===== src/hw/rtl/rgb_conv3x3_divide_clamp_assert.svh =====
// ----------------------------------------------------------------------------
// Assertion macros for the 3x3 convolution filter
// Shared concurrent checks used by the top level.
// ----------------------------------------------------------------------------
`ifndef RGB_CONV3X3_DIVIDE_CLAMP_ASSERT_SVH
`define RGB_CONV3X3_DIVIDE_CLAMP_ASSERT_SVH

// Implication checked at every edge outside reset.
`define RCDC_ASSERT_IMPL(label, clk_s, rst_s, ante, cons) \
  label: assert property (@(posedge clk_s) disable iff (rst_s) (ante) |-> (cons)) \
    else $error("assertion failed");

// Next-cycle implication checked outside reset.
`define RCDC_ASSERT_NEXT(label, clk_s, rst_s, ante, cons) \
  label: assert property (@(posedge clk_s) disable iff (rst_s) (ante) |=> (cons)) \
    else $error("assertion failed");

`endif


===== src/hw/rtl/rcdc_pkg.sv =====
// ----------------------------------------------------------------------------
// rcdc_pkg
// Types and constants shared by the convolution filter modules.
// ----------------------------------------------------------------------------
package rcdc_pkg;

  localparam int unsigned CoordW = 11;
  localparam int unsigned PixW   = 24;
  localparam int unsigned ProdW  = 25;
  localparam int unsigned SumW   = 29;
  localparam int unsigned QueueDepth = 4;

  localparam logic [2:0] RegKTop = 3'd0;
  localparam logic [2:0] RegKMid = 3'd1;
  localparam logic [2:0] RegKBot = 3'd2;
  localparam logic [2:0] RegDiv  = 3'd3;
  localparam logic [2:0] RegW    = 3'd4;
  localparam logic [2:0] RegH    = 3'd5;

  // One classified result request from the front to the back.
  typedef struct packed {
    logic                    conv;
    logic                    pass;
    logic [PixW-1:0]         pix;
    logic [8:0][PixW-1:0]    win;
    logic [CoordW-1:0]       col;
    logic [CoordW-1:0]       row;
    logic                    last;
  } req_t;

  // Status of the front part toward the top level.
  typedef struct packed {
    logic busy;
  } front_stat_t;

endpackage


===== src/hw/rtl/rcdc_back.sv =====
// ----------------------------------------------------------------------------
// rcdc_back
// Convolves one request, divides with a shared serial divider and clamps.
// ----------------------------------------------------------------------------
module rcdc_back (
  input  logic                  clk,
  input  logic                  rst,
  input  rcdc_pkg::req_t        req,
  input  logic                  req_valid,
  output logic                  req_ready,
  input  logic [47:0]           k_top,
  input  logic [47:0]           k_mid,
  input  logic [47:0]           k_bot,
  input  logic signed [15:0]    divisor,
  output logic                  out_valid,
  input  logic                  out_ready,
  output logic [7:0]            out_blue,
  output logic [7:0]            out_green,
  output logic [7:0]            out_red,
  output logic [10:0]           out_col,
  output logic [10:0]           out_row,
  output logic                  run_last
);

  localparam int unsigned SW = rcdc_pkg::SumW;
  localparam int unsigned DW = 16;

  typedef enum logic [5:0] {
    B_IDLE = 6'b000001,
    B_MAC  = 6'b000010,
    B_DIVS = 6'b000100,
    B_DIV  = 6'b001000,
    B_FIN  = 6'b010000,
    B_OUT  = 6'b100000
  } bstate_t;

  bstate_t state;
  rcdc_pkg::req_t cur;
  logic [3:0] tap;
  logic [1:0] ch;
  logic signed [SW-1:0] acc;
  logic signed [SW-1:0] prod;
  logic [143:0] kall;
  logic signed [15:0] coef;
  logic [7:0] pv;
  logic [SW-1:0] num_abs, quo;
  logic [DW:0]   rem;
  logic [DW-1:0] den_abs;
  logic          neg;
  logic [4:0]    bit_i;
  logic [DW:0]   rem_sh;
  logic [7:0]    res [3];
  logic [7:0]    clamped;
  logic signed [SW:0] qs;

  assign kall = {k_bot, k_mid, k_top};
  assign coef = kall[tap*16 +: 16];
  assign pv   = cur.win[tap][ch*8 +: 8];
  assign req_ready = (state == B_IDLE);
  assign out_valid = (state == B_OUT);
  assign rem_sh = {rem[DW-1:0], num_abs[SW-1]};

  always_comb begin
    qs = neg ? -$signed({1'b0, quo}) : $signed({1'b0, quo});
    if (qs < 0) clamped = 8'd0;
    else if (qs > 255) clamped = 8'd255;
    else clamped = qs[7:0];
  end

  always_ff @(posedge clk) begin
    prod <= SW'($signed({1'b0, pv}) * coef);
  end

  always_ff @(posedge clk) begin
    if (rst) begin
      state <= B_IDLE;
    end else begin
      case (state)
        B_IDLE: begin
          if (req_valid) begin
            cur <= req;
            ch  <= 2'd0;
            tap <= 4'd0;
            acc <= '0;
            if (req.conv) state <= B_MAC;
            else begin
              res[0] <= req.pass ? req.pix[7:0]   : 8'd0;
              res[1] <= req.pass ? req.pix[15:8]  : 8'd0;
              res[2] <= req.pass ? req.pix[23:16] : 8'd0;
              state  <= B_OUT;
            end
          end
        end
        // Product of tap t is registered and ready in the next state; accumulate with lag.
        B_MAC: begin
          if (tap != 4'd0) acc <= acc + prod;
          if (tap == 4'd9) state <= B_DIVS;
          else tap <= tap + 4'd1;
        end
        B_DIVS: begin
          neg     <= acc[SW-1] ^ divisor[15];
          num_abs <= acc[SW-1] ? SW'(-acc) : acc;
          den_abs <= (divisor == 16'sd0) ? 16'd1 :
                     (divisor[15] ? DW'(-divisor) : DW'(divisor));
          rem     <= '0;
          quo     <= '0;
          bit_i   <= 5'(SW);
          state   <= B_DIV;
        end
        B_DIV: begin
          num_abs <= num_abs << 1;
          if (rem_sh >= {1'b0, den_abs}) begin
            rem <= rem_sh - {1'b0, den_abs};
            quo <= {quo[SW-2:0], 1'b1};
          end else begin
            rem <= rem_sh;
            quo <= {quo[SW-2:0], 1'b0};
          end
          bit_i <= bit_i - 5'd1;
          if (bit_i == 5'd1) state <= B_FIN;
        end
        B_FIN: begin
          res[ch] <= clamped;
          if (ch == 2'd2) state <= B_OUT;
          else begin
            ch <= ch + 2'd1;
            tap <= 4'd0;
            acc <= '0;
            state <= B_MAC;
          end
        end
        B_OUT: begin
          if (out_ready) state <= B_IDLE;
        end
        default: state <= B_IDLE;
      endcase
    end
  end

  assign out_blue  = res[0];
  assign out_green = res[1];
  assign out_red   = res[2];
  assign out_col   = cur.col;
  assign out_row   = cur.row;
  assign run_last  = cur.last;

endmodule


===== config.mk =====
export PLATFORM = sky130hd
export DESIGN_NAME = rcdc_back
export DESIGN_NICKNAME = d
export VERILOG_FILES = /design/src/hw/rtl/rgb_conv3x3_divide_clamp_assert.svh /design/src/hw/rtl/rcdc_pkg.sv /design/src/hw/rtl/rcdc_back.sv
export SDC_FILE = /design/constraint.sdc
export NUM_CORES = 1
export LEC_CHECK = 0
export ABC_AREA = 1
export CAP_MARGIN = 30
export CELL_PAD_IN_SITES_DETAIL_PLACEMENT = 1
export CELL_PAD_IN_SITES_GLOBAL_PLACEMENT = 2
export CORE_AREA = 5 5 263 265
export DETAILED_ROUTE_END_ITERATION = 6
export DIE_AREA = 0 0 268 270
export DONT_BUFFER_PORTS = 1
export PLACE_DENSITY = 0.86
export SETUP_SLACK_MARGIN = 0.02
export SYNTH_ARGS = -nofsm -noshare
export SYNTH_HDL_FRONTEND = slang
export SYNTH_SLANG_ARGS = --single-unit
export TNS_END_PERCENT = 30

===== constraint.sdc =====
create_clock -name clk -period 22 [get_ports clk]
set_clock_uncertainty 0.1 [all_clocks]
set_input_delay 4.4 -clock clk [delete_from_list [all_inputs] [get_ports clk]]
set_output_delay 4.4 -clock clk [all_outputs]
set_load 0.005 [all_outputs]

==> flow_summary.ini <==
[status]
outcome = completed

[power_and_ir_drop]
pwr-share-comb_pct = 39.9
p_sw_mw = 1.21
leakage_nw = 11.7
ir_worst_vdd_mv = 0.0763
seq_power_share_pct = 32.2
p_sw_share_pct = 38.0
clkPwrFrac_pct = 27.8
p_int_mw = 1.98
power_density_mw_per_mm2 = 111

[detailed_routing]
ant_nets = 0
vias_per_cell = 5.43
num_vias = 20310
routedWlPerCell_um = 21.6
drc = 0
drt_iter0_drc = 1180
firstDrtPassIters = 5
finalWirelength_um = 80700

[floorplan]
io_pins = 478
fp.dieW_um = 268
design.die.area_sq_mm = 0.0724
rows = 95
die_h_um = 270
initial_core_util_pct = 39.4
core-area_sq_mm = 0.0666

[sta]
setup_viol = 0
fin_crit_sh_pct = 42.0
maxSlewHeadroom_pct = 31.0
slew_violations = 0
period_needed_ps = 9240
finalHoldViolCount = 0
holdWs_ps = 432
worst_pin_slew_ps = 1030
rsz0062_at_grt = false
tns_ps = 0
clock.fmax_mhz = 108

[grt]
grt.total_usage_pct = 21.5
grt_antenna_before_repair = 28
gr-total-overflow = 0
grt_max_degree = 107
use_met1_pct = 25.3
grt_pass1_vias = 21901
globalRouteMet2Util_pct = 38.2
met3_usage_pct = 4.15
grt.busiest_layer = met2
grt_pass1_wl_um = 123000

[place]
post_dp_cell_area_sq_mm = 0.0269
dp_hpwl_um = 61600
io_buffer_count = 0
place_congestion = 0.901

[final_layout]
drive_gt1_share_pct = 5.29
fillers = 7703
fin_util_pct = 43.3
fin_nets = 3437
final_cell_area_sq_mm = 0.0288
layout_commonest_cell = nand2_1
syn2layout_area_growth_pct = 9.88
layout_common_cells = nand2_1, nor2_1, edfxtp_1

[critical_path]
critPathArrivalTime_ps = 9650
worst-setup-path-type = primary input to flop
cp-end-kind = flop
worstPathMaxFanout = 8
cp.required_ps = 22410
start_kind = primary input

[cts]
clock_latency_ps = 590
cts_buffers = 48
clock_path_buffers = 3
path_clk_slew_ps = 60
post_cts_buffers = 0
cts.sinks = 425
cts_resized = 0
hold_buffers = 0
htreeDepth = 2
tritoncts = done
cts_root_buf = clkbuf_16

[synthesis]
synthFlopType = edfxtp_1
yosysTopAreaCell = edfxtp_1
syn-mean-instance-area_sq_um = 9.22
synth_edf_count = 394
ys_warn_count = 0
synth_area_sq_mm = 0.0262
ys_seq_area_share_pct = 47.5
async_flop_share_pct = 0
synth_cell_types = 62
yosys.area.top_type_share_pct = 45.1
synth-seq-cells = 425
syn-num-nets = 3485
synth_area_leaders = edfxtp_1, fa_1, nand2_1
syn_inst = 2847

[hold_path]
hold_class = flop to flop

[flow_run]
maxCapViolations = 0
layer usage:
metal | vias up | wire length (um)
met5 | - | 21
met4 | 4 | 3320
met3 | 148 | 4700
met2 | 682 | 41400
met1 | 9960 | 31200
li1 | 9516 | -
final timing paths:
path                    start           to  cells after the start  slack (ps)
setup / recovery    k_mid[47]     prod[24]                     22       12760
hold reg to reg   num_abs[17]  num_abs[18]                      2         430
setup reg to reg       tap[0]     prod[24]                     25       14040
hold / removal    num_abs[17]  num_abs[18]                      2         430
power by group through the flow:
stage | combinational (mW) | clock [mW] | sequential (mW)
global route | 1.46 | 0.947 | 1.04
detailed placement | 1.28 | 0 | 1.05
finish | 1.28 | 0.889 | 1.03
global placement | 1.22 | 0 | 1.04
CTS | 1.29 | 0.907 | 1.03
floorplan | 0.965 | 0 | 1.05
kinds of logic after synthesis:
kind of cell / count (synthesis) / synth area share [%]
AND/OR/NAND/NOR: 1116 / 17.4
AO/OA/AOI/OAI: 526 / 11.8
buffers and inverters: 489 / 7.63
flip-flops: 425 / 47.5
adder cells (fa/ha/maj): 209 / 12.9
XOR/XNOR: 82 / 2.74
synthesized netlist by cell type, types with 6 or more instances:
cell type and n:
a211oi_1 6, a21o_1 19, a21oi_1 127, a22oi_1 7, a31oi_1 9, a32o_1 14
buf_2 39, buf_4 27, clkbuf_1 55, dfxtp_1 31, edfxtp_1 394, fa_1 104
ha_1 105, inv_1 353, inv_2 8, nand2_1 452, nand3_1 133, nand4_1 20
nor2_1 451, nor2_2 8, nor3_1 25, o211ai_1 7, o21ai_0 226, o22ai_1 49
o32ai_1 28, xnor2_1 29, xor2_1 53
worst max-delay path: stages:
cell and delay, ps:
o21ai_0 160, o32ai_1 110, nand2_1 90, nand3_1 240, inv_1 330, nor2_1 160, fa_1 690, inv_1 140
fa_1 560, inv_1 50, fa_1 480, inv_1 50, fa_1 530, inv_1 40, ha_1 340, nand2_1 90
nor2_1 150, nand2_1 80, o21ai_0 360, a31oi_1 190, o21ai_0 260, xor2_1 160
layout make-up:
type                            count  area (sq um)  share of cell area (%)
Sequential cell                   425         12500                    43.2
Inverter                          365          1370                    4.77
Clock inverter                     32           497                    1.72
Tap cell                          873          1090                    3.79
Multi-Input combinational cell   1933         11800                    41.1
Antenna cell                       31          77.6                   0.269
Clock buffer                       53          1240                    4.31
Timing Repair Buffer               26           256                   0.890
through the flow:
step / worst slack (ps) / power, mW / instances
after CTS: 12720 / 3.23 / 3703
after global routing: 12290 / 3.45 / 3737
after detailed placement: 12090 / 2.33 / 3618
after global placement: 12290 / 2.27 / 3617
final: 12760 / 3.20 / 3738
after floorplan: 5290 / 2.01 / 2847
state kept, by name, summed over array words and instances, names as in the netlist:
name / cells
res: 24
num_abs: 29
state: 6
out_col: 11
rem: 16
quo: 29
run_last: 1
tap: 4
neg: 1
bit_i: 5
den_abs: 16
out_row: 11
prod: 25
acc: 29
ch: 2
cur: 216
Note: power is estimated with default switching activity, not from simulation.
