## src/hw/rtl/rgb_conv3x3_divide_clamp_assert.svh

```systemverilog
// ----------------------------------------------------------------------------
// Assertion macros for the 3x3 convolution filter
// Shared concurrent checks used by the top level.
// ----------------------------------------------------------------------------
`ifndef RGB_CONV3X3_DIVIDE_CLAMP_ASSERT_SVH
`define RGB_CONV3X3_DIVIDE_CLAMP_ASSERT_SVH

// Implication checked at every edge outside reset.
`define RCDC_ASSERT_IMPL(label, clk_s, rst_s, ante, cons) \
  label: assert property (@(posedge clk_s) disable iff (rst_s) (ante) |-> (cons)) \
    else $error("assertion failed");

// Next-cycle implication checked outside reset.
`define RCDC_ASSERT_NEXT(label, clk_s, rst_s, ante, cons) \
  label: assert property (@(posedge clk_s) disable iff (rst_s) (ante) |=> (cons)) \
    else $error("assertion failed");

`endif

```

## src/hw/rtl/rcdc_pkg.sv

```systemverilog
// ----------------------------------------------------------------------------
// rcdc_pkg
// Types and constants shared by the convolution filter modules.
// ----------------------------------------------------------------------------
package rcdc_pkg;

  localparam int unsigned CoordW = 11;
  localparam int unsigned PixW   = 24;
  localparam int unsigned ProdW  = 25;
  localparam int unsigned SumW   = 29;
  localparam int unsigned QueueDepth = 4;

  localparam logic [2:0] RegKTop = 3'd0;
  localparam logic [2:0] RegKMid = 3'd1;
  localparam logic [2:0] RegKBot = 3'd2;
  localparam logic [2:0] RegDiv  = 3'd3;
  localparam logic [2:0] RegW    = 3'd4;
  localparam logic [2:0] RegH    = 3'd5;

  // One classified result request from the front to the back.
  typedef struct packed {
    logic                    conv;
    logic                    pass;
    logic [PixW-1:0]         pix;
    logic [8:0][PixW-1:0]    win;
    logic [CoordW-1:0]       col;
    logic [CoordW-1:0]       row;
    logic                    last;
  } req_t;

  // Status of the front part toward the top level.
  typedef struct packed {
    logic busy;
  } front_stat_t;

endpackage

```

## src/hw/rtl/rcdc_queue.sv

```systemverilog
// ----------------------------------------------------------------------------
// rcdc_queue
// Short request queue between the front and the back.
// ----------------------------------------------------------------------------
module rcdc_queue (
  input  logic           clk,
  input  logic           rst,
  input  rcdc_pkg::req_t wr_data,
  input  logic           wr_valid,
  output logic           wr_ready,
  output rcdc_pkg::req_t rd_data,
  output logic           rd_valid,
  input  logic           rd_ready
);

  localparam int unsigned PW = $clog2(rcdc_pkg::QueueDepth);

  rcdc_pkg::req_t slots [rcdc_pkg::QueueDepth];
  logic [PW-1:0] wp, rp;
  logic [PW:0]   cnt;
  logic          do_wr, do_rd;

  assign wr_ready = (32'(cnt) < rcdc_pkg::QueueDepth);
  assign rd_valid = (cnt != '0);
  assign rd_data  = slots[rp];
  assign do_wr = wr_valid && wr_ready;
  assign do_rd = rd_valid && rd_ready;

  always_ff @(posedge clk) begin
    if (do_wr) slots[wp] <= wr_data;
  end

  always_ff @(posedge clk) begin
    if (rst) begin
      wp  <= '0;
      rp  <= '0;
      cnt <= '0;
    end else begin
      if (do_wr) wp <= wp + PW'(1);
      if (do_rd) rp <= rp + PW'(1);
      cnt <= cnt + (PW+1)'(do_wr) - (PW+1)'(do_rd);
    end
  end

endmodule

```

## config.mk

```make
export PLATFORM = sky130hd
export DESIGN_NAME = rcdc_queue
export DESIGN_NICKNAME = d
export VERILOG_FILES = /design/src/hw/rtl/rgb_conv3x3_divide_clamp_assert.svh /design/src/hw/rtl/rcdc_pkg.sv /design/src/hw/rtl/rcdc_queue.sv
export SDC_FILE = /design/constraint.sdc
export NUM_CORES = 1
export LEC_CHECK = 0
export BUFFER_PORTS_ARGS = -buffer_cell sky130_fd_sc_hd__buf_2
export CAP_MARGIN = 15
export CORE_ASPECT_RATIO = 0.7
export CORE_UTILIZATION = 59
export CTS_BUF_LIST = sky130_fd_sc_hd__clkbuf_8
export DETAILED_ROUTE_END_ITERATION = 7
export GPL_ROUTABILITY_DRIVEN = 0
export HOLD_SLACK_MARGIN = 0.1
export PLACE_DENSITY_LB_ADDON = 0.2
export REMOVE_ABC_BUFFERS = 1
export SETUP_SLACK_MARGIN = 0.15
export SLEW_MARGIN = 25
export SYNTH_ARGS = -nofsm -noshare
export SYNTH_HDL_FRONTEND = slang
export SYNTH_SLANG_ARGS = --single-unit
```

## constraint.sdc

```tcl
create_clock -name clk -period 10.85 [get_ports clk]
set_clock_uncertainty 0.2 [all_clocks]
set_input_delay 1.085 -clock clk [delete_from_list [all_inputs] [get_ports clk]]
set_output_delay 1.085 -clock clk [all_outputs]
set_load 0.005 [all_outputs]
```

==> results of run 1 <==
[cell families after synthesis]
| logic type | synth area share (%) |
|---|---|
| xor gates and xnor gates | 0.1125 |
| DFF | 82.21 |
| adders and majority gates | 0.2442 |
| and+or+nand+nor | 0.1864 |
| AOI/OAI and AO/OA | 0.04499 |
| buffers and inverters | 1.851 |
| muxes | 15.35 |
[per-layer routing]
metal / vias up / wire length, um / global-route usage, % / part of all wire, %
li1: 7567 / - / - / -
met1: 9140 / 29560 / 29.79 / 39
met2: 617 / 37490 / 35.60 / 50
met3: 146 / 6760 / 8.248 / 8.9
met4: 24 / 1684 / 8.036 / 2.2
met5: - / 174 / 0 / 0.23
[worst reg2reg max path, cell delays in order, from the launching register on]
cell and delay, ns:
sky130_fd_sc_hd__dfxtp_1 0.39, sky130_fd_sc_hd__nor2b_1 0.48, sky130_fd_sc_hd__and2_4 0.27, sky130_fd_sc_hd__buf_12 0.39, sky130_fd_sc_hd__buf_16 0.44, sky130_fd_sc_hd__buf_4 1.02
[cells in the mapped netlist]
| cell type | n | area (um^2) |
|---|---|---|
| sky130_fd_sc_hd__buf_8 | 6 | 90.09 |
| sky130_fd_sc_hd__o31a_1 | 1 | 8.760 |
| sky130_fd_sc_hd__inv_1 | 7 | 26.28 |
| sky130_fd_sc_hd__nor2_1 | 6 | 22.52 |
| sky130_fd_sc_hd__o311ai_0 | 1 | 8.760 |
| sky130_fd_sc_hd__dfxtp_1 | 9 | 180.2 |
| sky130_fd_sc_hd__edfxtp_1 | 1060 | 31830 |
| sky130_fd_sc_hd__or3_1 | 1 | 6.260 |
| sky130_fd_sc_hd__fa_1 | 1 | 20.02 |
| sky130_fd_sc_hd__xnor2_1 | 4 | 35.03 |
| sky130_fd_sc_hd__buf_6 | 1 | 11.26 |
| sky130_fd_sc_hd__clkbuf_1 | 3 | 11.26 |
| sky130_fd_sc_hd__buf_2 | 26 | 130.1 |
| sky130_fd_sc_hd__buf_4 | 1 | 7.510 |
| sky130_fd_sc_hd__buf_12 | 22 | 440.4 |
| sky130_fd_sc_hd__nor2b_1 | 3 | 18.77 |
| sky130_fd_sc_hd__mux2i_1 | 1 | 10.01 |
| sky130_fd_sc_hd__xor2_1 | 1 | 8.760 |
| sky130_fd_sc_hd__and2_1 | 4 | 25.02 |
| sky130_fd_sc_hd__buf_1 | 1 | 3.750 |
| sky130_fd_sc_hd__ha_1 | 6 | 75.07 |
| sky130_fd_sc_hd__mux4_2 | 265 | 5968 |
[final timing paths]
path	end	depth (start not counted)	slack (ns)
setup reg to reg	slots[2][165]$_DFFE_PP_	5	7.20
hold / removal	slots[0][61]$_DFFE_PP_	1	0.30
setup / recovery	rd_data[10]	4	5.71
hold reg to reg	flop	2	0.34
[cell usage in the layout, fill, tap and decap left out, types with 7 or more instances in the layout]
cell type / synthesis / routed
sky130_fd_sc_hd__buf_4: 1 / 9
sky130_fd_sc_hd__diode_2: 0 / 15
sky130_fd_sc_hd__dfxtp_1: 9 / 7
sky130_fd_sc_hd__mux4_2: 265 / 265
sky130_fd_sc_hd__inv_1: 7 / 62
sky130_fd_sc_hd__clkbuf_8: 0 / 160
sky130_fd_sc_hd__buf_12: 22 / 7
sky130_fd_sc_hd__edfxtp_1: 1060 / 1060
sky130_fd_sc_hd__buf_2: 26 / 535
sky130_fd_sc_hd__clkinv_1: 0 / 33
sky130_fd_sc_hd__clkinv_2: 0 / 13
[through the flow]
stage	area, um^2	TNS, ns	setup slack (ns)	std cells
final	45140	0	5.706	3091
after global routing	45120	0	5.312	3080
after CTS	45020	0	5.478	3073
after detailed placement	42250	0	6.331	2801
after global placement	42250	0	6.369	2801
after floorplan	38240	-554.74	-2.093	1370
[state kept, by name, summed over array words and instances (netlist names), named ones only]
register	cells
cnt	3
rp	2
slots	1060
wp	2
[final cells by class]
type	count	area (um^2)
repair buffers	554	2968
well taps	880	1101
inverters	7	26.28
clock buffers	160	2202
multi-input cells	294	6217
flip-flops and latches	1069	32020
diodes	15	37.54
fillers	3939	19850
clock inverters	112	573.1
[power groups by stage]
stage | Sequential, mW | Clock (mW) | Combinational (mW)
after global routing | 5.15 | 3.13 | 2.29
final | 5.12 | 2.89 | 2.13
after detailed placement | 5.21 | 0 | 2.18
after global placement | 5.19 | 0 | 2.17
after CTS | 5.12 | 2.96 | 2.19
after floorplan | 5.47 | 0 | 1.51
==> impl_metrics.tcl, run 1 <==
set metrics [dict create \
    drive_gt1_share_pct 45.95 \
    maxSlewHeadroom_pct 29.71 \
    number_of_global_route_vias_before_repair 18020 \
    number_of_buffers_inserted_for_hold_repair_after_clock_tree_synthesis 0 \
    timing_worst_slew_pin_value_ns 1.054 \
    power_frac_clock_pct 28.5 \
    port_buffers 535 \
    gr_usage_total_pct 22.73 \
    die-area_um2 67050 \
    clock_tree.htree_level_count 4 \
    initial_detailed_routing_violation_count 1426 \
    run_status "completed" \
    synth_warnings 0 \
    power_report.internal_total_mw 7.511 \
    power.sequential.fraction_pct 50.5 \
    finalHoldWorstSlack_ns 0.2964 \
    remaining_antenna_violation_count_after_routing 0 \
    antenna_found_initial 23 \
    synth_cell_types 22 \
    leakage_nw 15.16 \
    area_growth_pct 15.93 \
    final-setup-viol-count 0 \
    fp.coreArea_um2 65000 \
    cts_buffer_depth 3 \
    worst_ep_arrival_time_ns 3.86 \
    crit_chain "buf_4 > buf_12 > mux4_2 > buf_2" \
    timing.setup.critical_path_class "flop to output pin" \
    tritoncts "done" \
    worst_path_dominant_cell_family "buffers and inverters" \
    classification_of_the_worst_slack_hold_path "primary input to flop" \
    setup.worst_path.start_class "flop" \
    crit_fanout 96 \
    number_of_hold_slack_violations_in_the_final_timing_report 0 \
    die_width_um 309.1 \
    total_switching_power_mw 2.621 \
    p_comb_share_pct 21.0 \
    required_ns 9.57 \
    fp.dieH_um 216.9 \
    grt_setup_unrepaired "false" \
    routed_wire_length_per_instance_um 24.48 \
    grt_start_max_net_pins 165 \
    tritoncts.num_buffers 152 \
    cts-root-buf "sky130_fd_sc_hd__clkbuf_8" \
    final_hpwl_from_detailed_placement_mm 44.29 \
    r2r_start "cnt[2]$_SDFF_PP0_" \
    nNetsFinal 2354 \
    timing.final.max_slew_violations 0 \
    io_pins 536 \
    peakVddDrop_mv 0.1760 \
    power_density_nw_per_um2 224.4 \
    hold_start "wr_data[61]" \
    global_route_wire_length_before_repair_mm 110.0 \
    power_switching_share_pct 25.87 \
    start_util_pct 59.91 \
    sequential_to_total_area_share_from_yosys_stat_pct 82.21 \
    rows 78 \
    finalWirelength_mm 75.66 \
    postCtsSetupBuffers 0 \
    total_power_mw 10.13 \
    cts_sinks 1069 \
    worstPathBufferInverterCount 3 \
    crit_path_top_delay_cell "sky130_fd_sc_hd__dfxtp_4" \
    clock_latency_ns 0.80 \
    cts-resized-gates 0 \
    post_drt_via_cell_ratio 5.660 \
    global_route_overflow 0 \
    num_vias 17490 \
    synth_area_per_cell_um2 27.23 \
    drv_cap 0 \
    synthCells 1430 \
    fmax_ghz 0.1944 \
    maximum_cell_stage_delay_along_the_critical_path_ns 0.79 \
    first_pass_iteration_count_of_the_detailed_router 5 \
    post-route-util_pct 69.45 \
    post-route-min-period_ns 5.144 \
    end_kind "output pin" \
    synth-seq-cells 1069 \
    finalCritPeriodShare_pct 47.41 \
    clk_pin_slew_worst_paths_ns 0.06 \
    mappedNetlistArea_um2 38940 \
    drcViolationCount 0 \
]
(Power assumes the default switching activity.)
==> inputs of run 2 (changes only) <==
==> constraint.sdc (replaced) <==
create_clock -name clk -period 5.2 [get_ports clk]
set_clock_uncertainty 0.2 [all_clocks]
set_input_delay 0.52 -clock clk [delete_from_list [all_inputs] [get_ports clk]]
set_output_delay 0.52 -clock clk [all_outputs]
set_load 0.005 [all_outputs]
==> run 2 against run 1 <==
- worst hold slack got worse by 0.027 ns
- clock-buffer cell count unchanged
- setup slack got worse by 4.2 ns
- critical path type unchanged
- critical path depth down 1
- final area rose by 6.1%
- combinational power increased by 120%
- largest cell class unchanged
==> impl_metrics.tcl, run 2 (synthesis results as in run 1) <==
set metrics [dict create \
    end_kind "output pin" \
    r2r_start "cnt[2]$_SDFF_PP0_" \
    post_drt_via_cell_ratio 5.568 \
    first_pass_iteration_count_of_the_detailed_router 5 \
    layout.cells.most_common_list "1060 x sky130_fd_sc_hd__edfxtp_1, 535 x sky130_fd_sc_hd__buf_2, 268 x sky130_fd_sc_hd__dlygate4sd3_1" \
    hold_start "wr_data[144]" \
    timing.final.max_slew_violations 0 \
    setup.worst_path.start_class "flop" \
    maximum_cell_stage_delay_along_the_critical_path_ns 0.94 \
    biggest_registers_after_layout "slots x1060, cnt x3" \
    routed_wire_length_per_instance_um 24.10 \
    clk_pin_slew_worst_paths_ns 0.07 \
    final-setup-viol-count 0 \
    fmax_ghz 0.2681 \
    start_util_pct 59.91 \
    required_ns 4.48 \
    fp.coreArea_um2 65000 \
    number_of_global_route_vias_before_repair 20310 \
    antenna_found_initial 11 \
    fp.dieH_um 216.9 \
    most_common_cell_after_layout_fill_and_taps_aside "sky130_fd_sc_hd__edfxtp_1" \
    drive_gt1_share_pct 41.47 \
    worst_path_dominant_cell_family "flip-flops" \
    num_vias 18800 \
    post-route-min-period_ns 3.730 \
    crit_path_top_delay_cell "sky130_fd_sc_hd__dfxtp_4" \
    cts-root-buf "sky130_fd_sc_hd__clkbuf_8" \
    grt_setup_unrepaired "false" \
    largest_register_ffs 1060 \
    gr_usage_total_pct 24.73 \
    fin_tns_setup_ns 0 \
    timing_worst_slew_pin_value_ns 0.9714 \
    tritoncts.num_buffers 152 \
    cts_buffer_depth 3 \
    drv_cap 0 \
    clock_latency_ns 0.79 \
    crit_fanout 41 \
    final_hpwl_from_detailed_placement_mm 47.48 \
    die-area_um2 67050 \
    global_route_wire_length_before_repair_mm 121.4 \
    grt_start_max_net_pins 99 \
    run_status "completed" \
    remaining_antenna_violation_count_after_routing 0 \
    postCtsSetupBuffers 0 \
    clock_tree.htree_level_count 4 \
    tritoncts "done" \
    timing.setup.critical_path_class "flop to output pin" \
    leakage_nw 16.38 \
    io_pins 536 \
    drcViolationCount 0 \
    classification_of_the_worst_slack_hold_path "primary input to flop" \
    total_power_mw 21.32 \
    finalWirelength_mm 81.36 \
    die_width_um 309.1 \
    area_growth_pct 23.01 \
    initial_detailed_routing_violation_count 1544 \
    finalHoldWorstSlack_ns 0.2692 \
    power_density_nw_per_um2 445.0 \
    worst_ep_arrival_time_ns 3.01 \
    max_flop_register "slots" \
    critical_path_depth_in_cells 3 \
    maxSlewHeadroom_pct 35.24 \
    nNetsFinal 2647 \
    hold_depth 2 \
    cts_sinks 1069 \
    crit_chain "buf_4 > mux4_2 > buf_2" \
    global_route_overflow 0 \
    peakVddDrop_mv 0.3191 \
    rows 78 \
    ff2ff_path_depth 3 \
    port_buffers 535 \
    worstPathBufferInverterCount 2 \
    number_of_hold_slack_violations_in_the_final_timing_report 0 \
    finalCritPeriodShare_pct 71.73 \
]
==> run 2: layer usage <==
layer | wire [um] | global-route usage [%]
met1 | 30960 | 31.40
met3 | 6319 | 7.060
met2 | 41770 | 40.70
met5 | 17 | 0
met4 | 2293 | 9.901
==> run 2: path summary, 6_finish.rpt <==
kind / to / slack (ns)
hold reg to reg: rp[1]$_SDFFE_PP0P_ / 0.33
setup / recovery: rd_data[245] / 1.47
setup reg to reg: slots[0][71]$_DFFE_PP_ / 2.28
hold / removal: slots[2][144]$_DFFE_PP_ / 0.27
==> run 2: stage by stage <==
step	setup WS (ns)	std cells	util [%]	instance area, um^2
after floorplan	-7.178	1370	-	38240
after global placement	2.204	2829	65.44	42530
after detailed placement	2.080	2829	65.44	42530
after CTS	1.308	3364	73.65	47870
after global routing	1.232	3371	73.67	47890
final	1.470	3376	73.69	47900
==> run 2: where the power goes <==
part	leakage [nW]	internal (mW)	switching, mW
registers	9.77	10.4	0.296
logic	5.02	2.43	2.34
clock network	1.59	2.84	3.02
total	16.4	15.7	5.66
==> run 2: layout make-up <==
cell class                 instances  area, um^2
antenna                           12       30.03
clock buffer                     160        2202
clock inverter                   107       450.4
fill                            3604       17100
inverter                           7       26.28
multi-input combinational        294        6217
sequential                      1069       32020
tap                              880        1101
timing repair buffer             847        5853
==> run 2: what timing repair did <==
action | CTS | global route
gates resized for setup | 0 | 0
hold endpoints to repair | 1069 | 0
hold buffers | 268 | 0
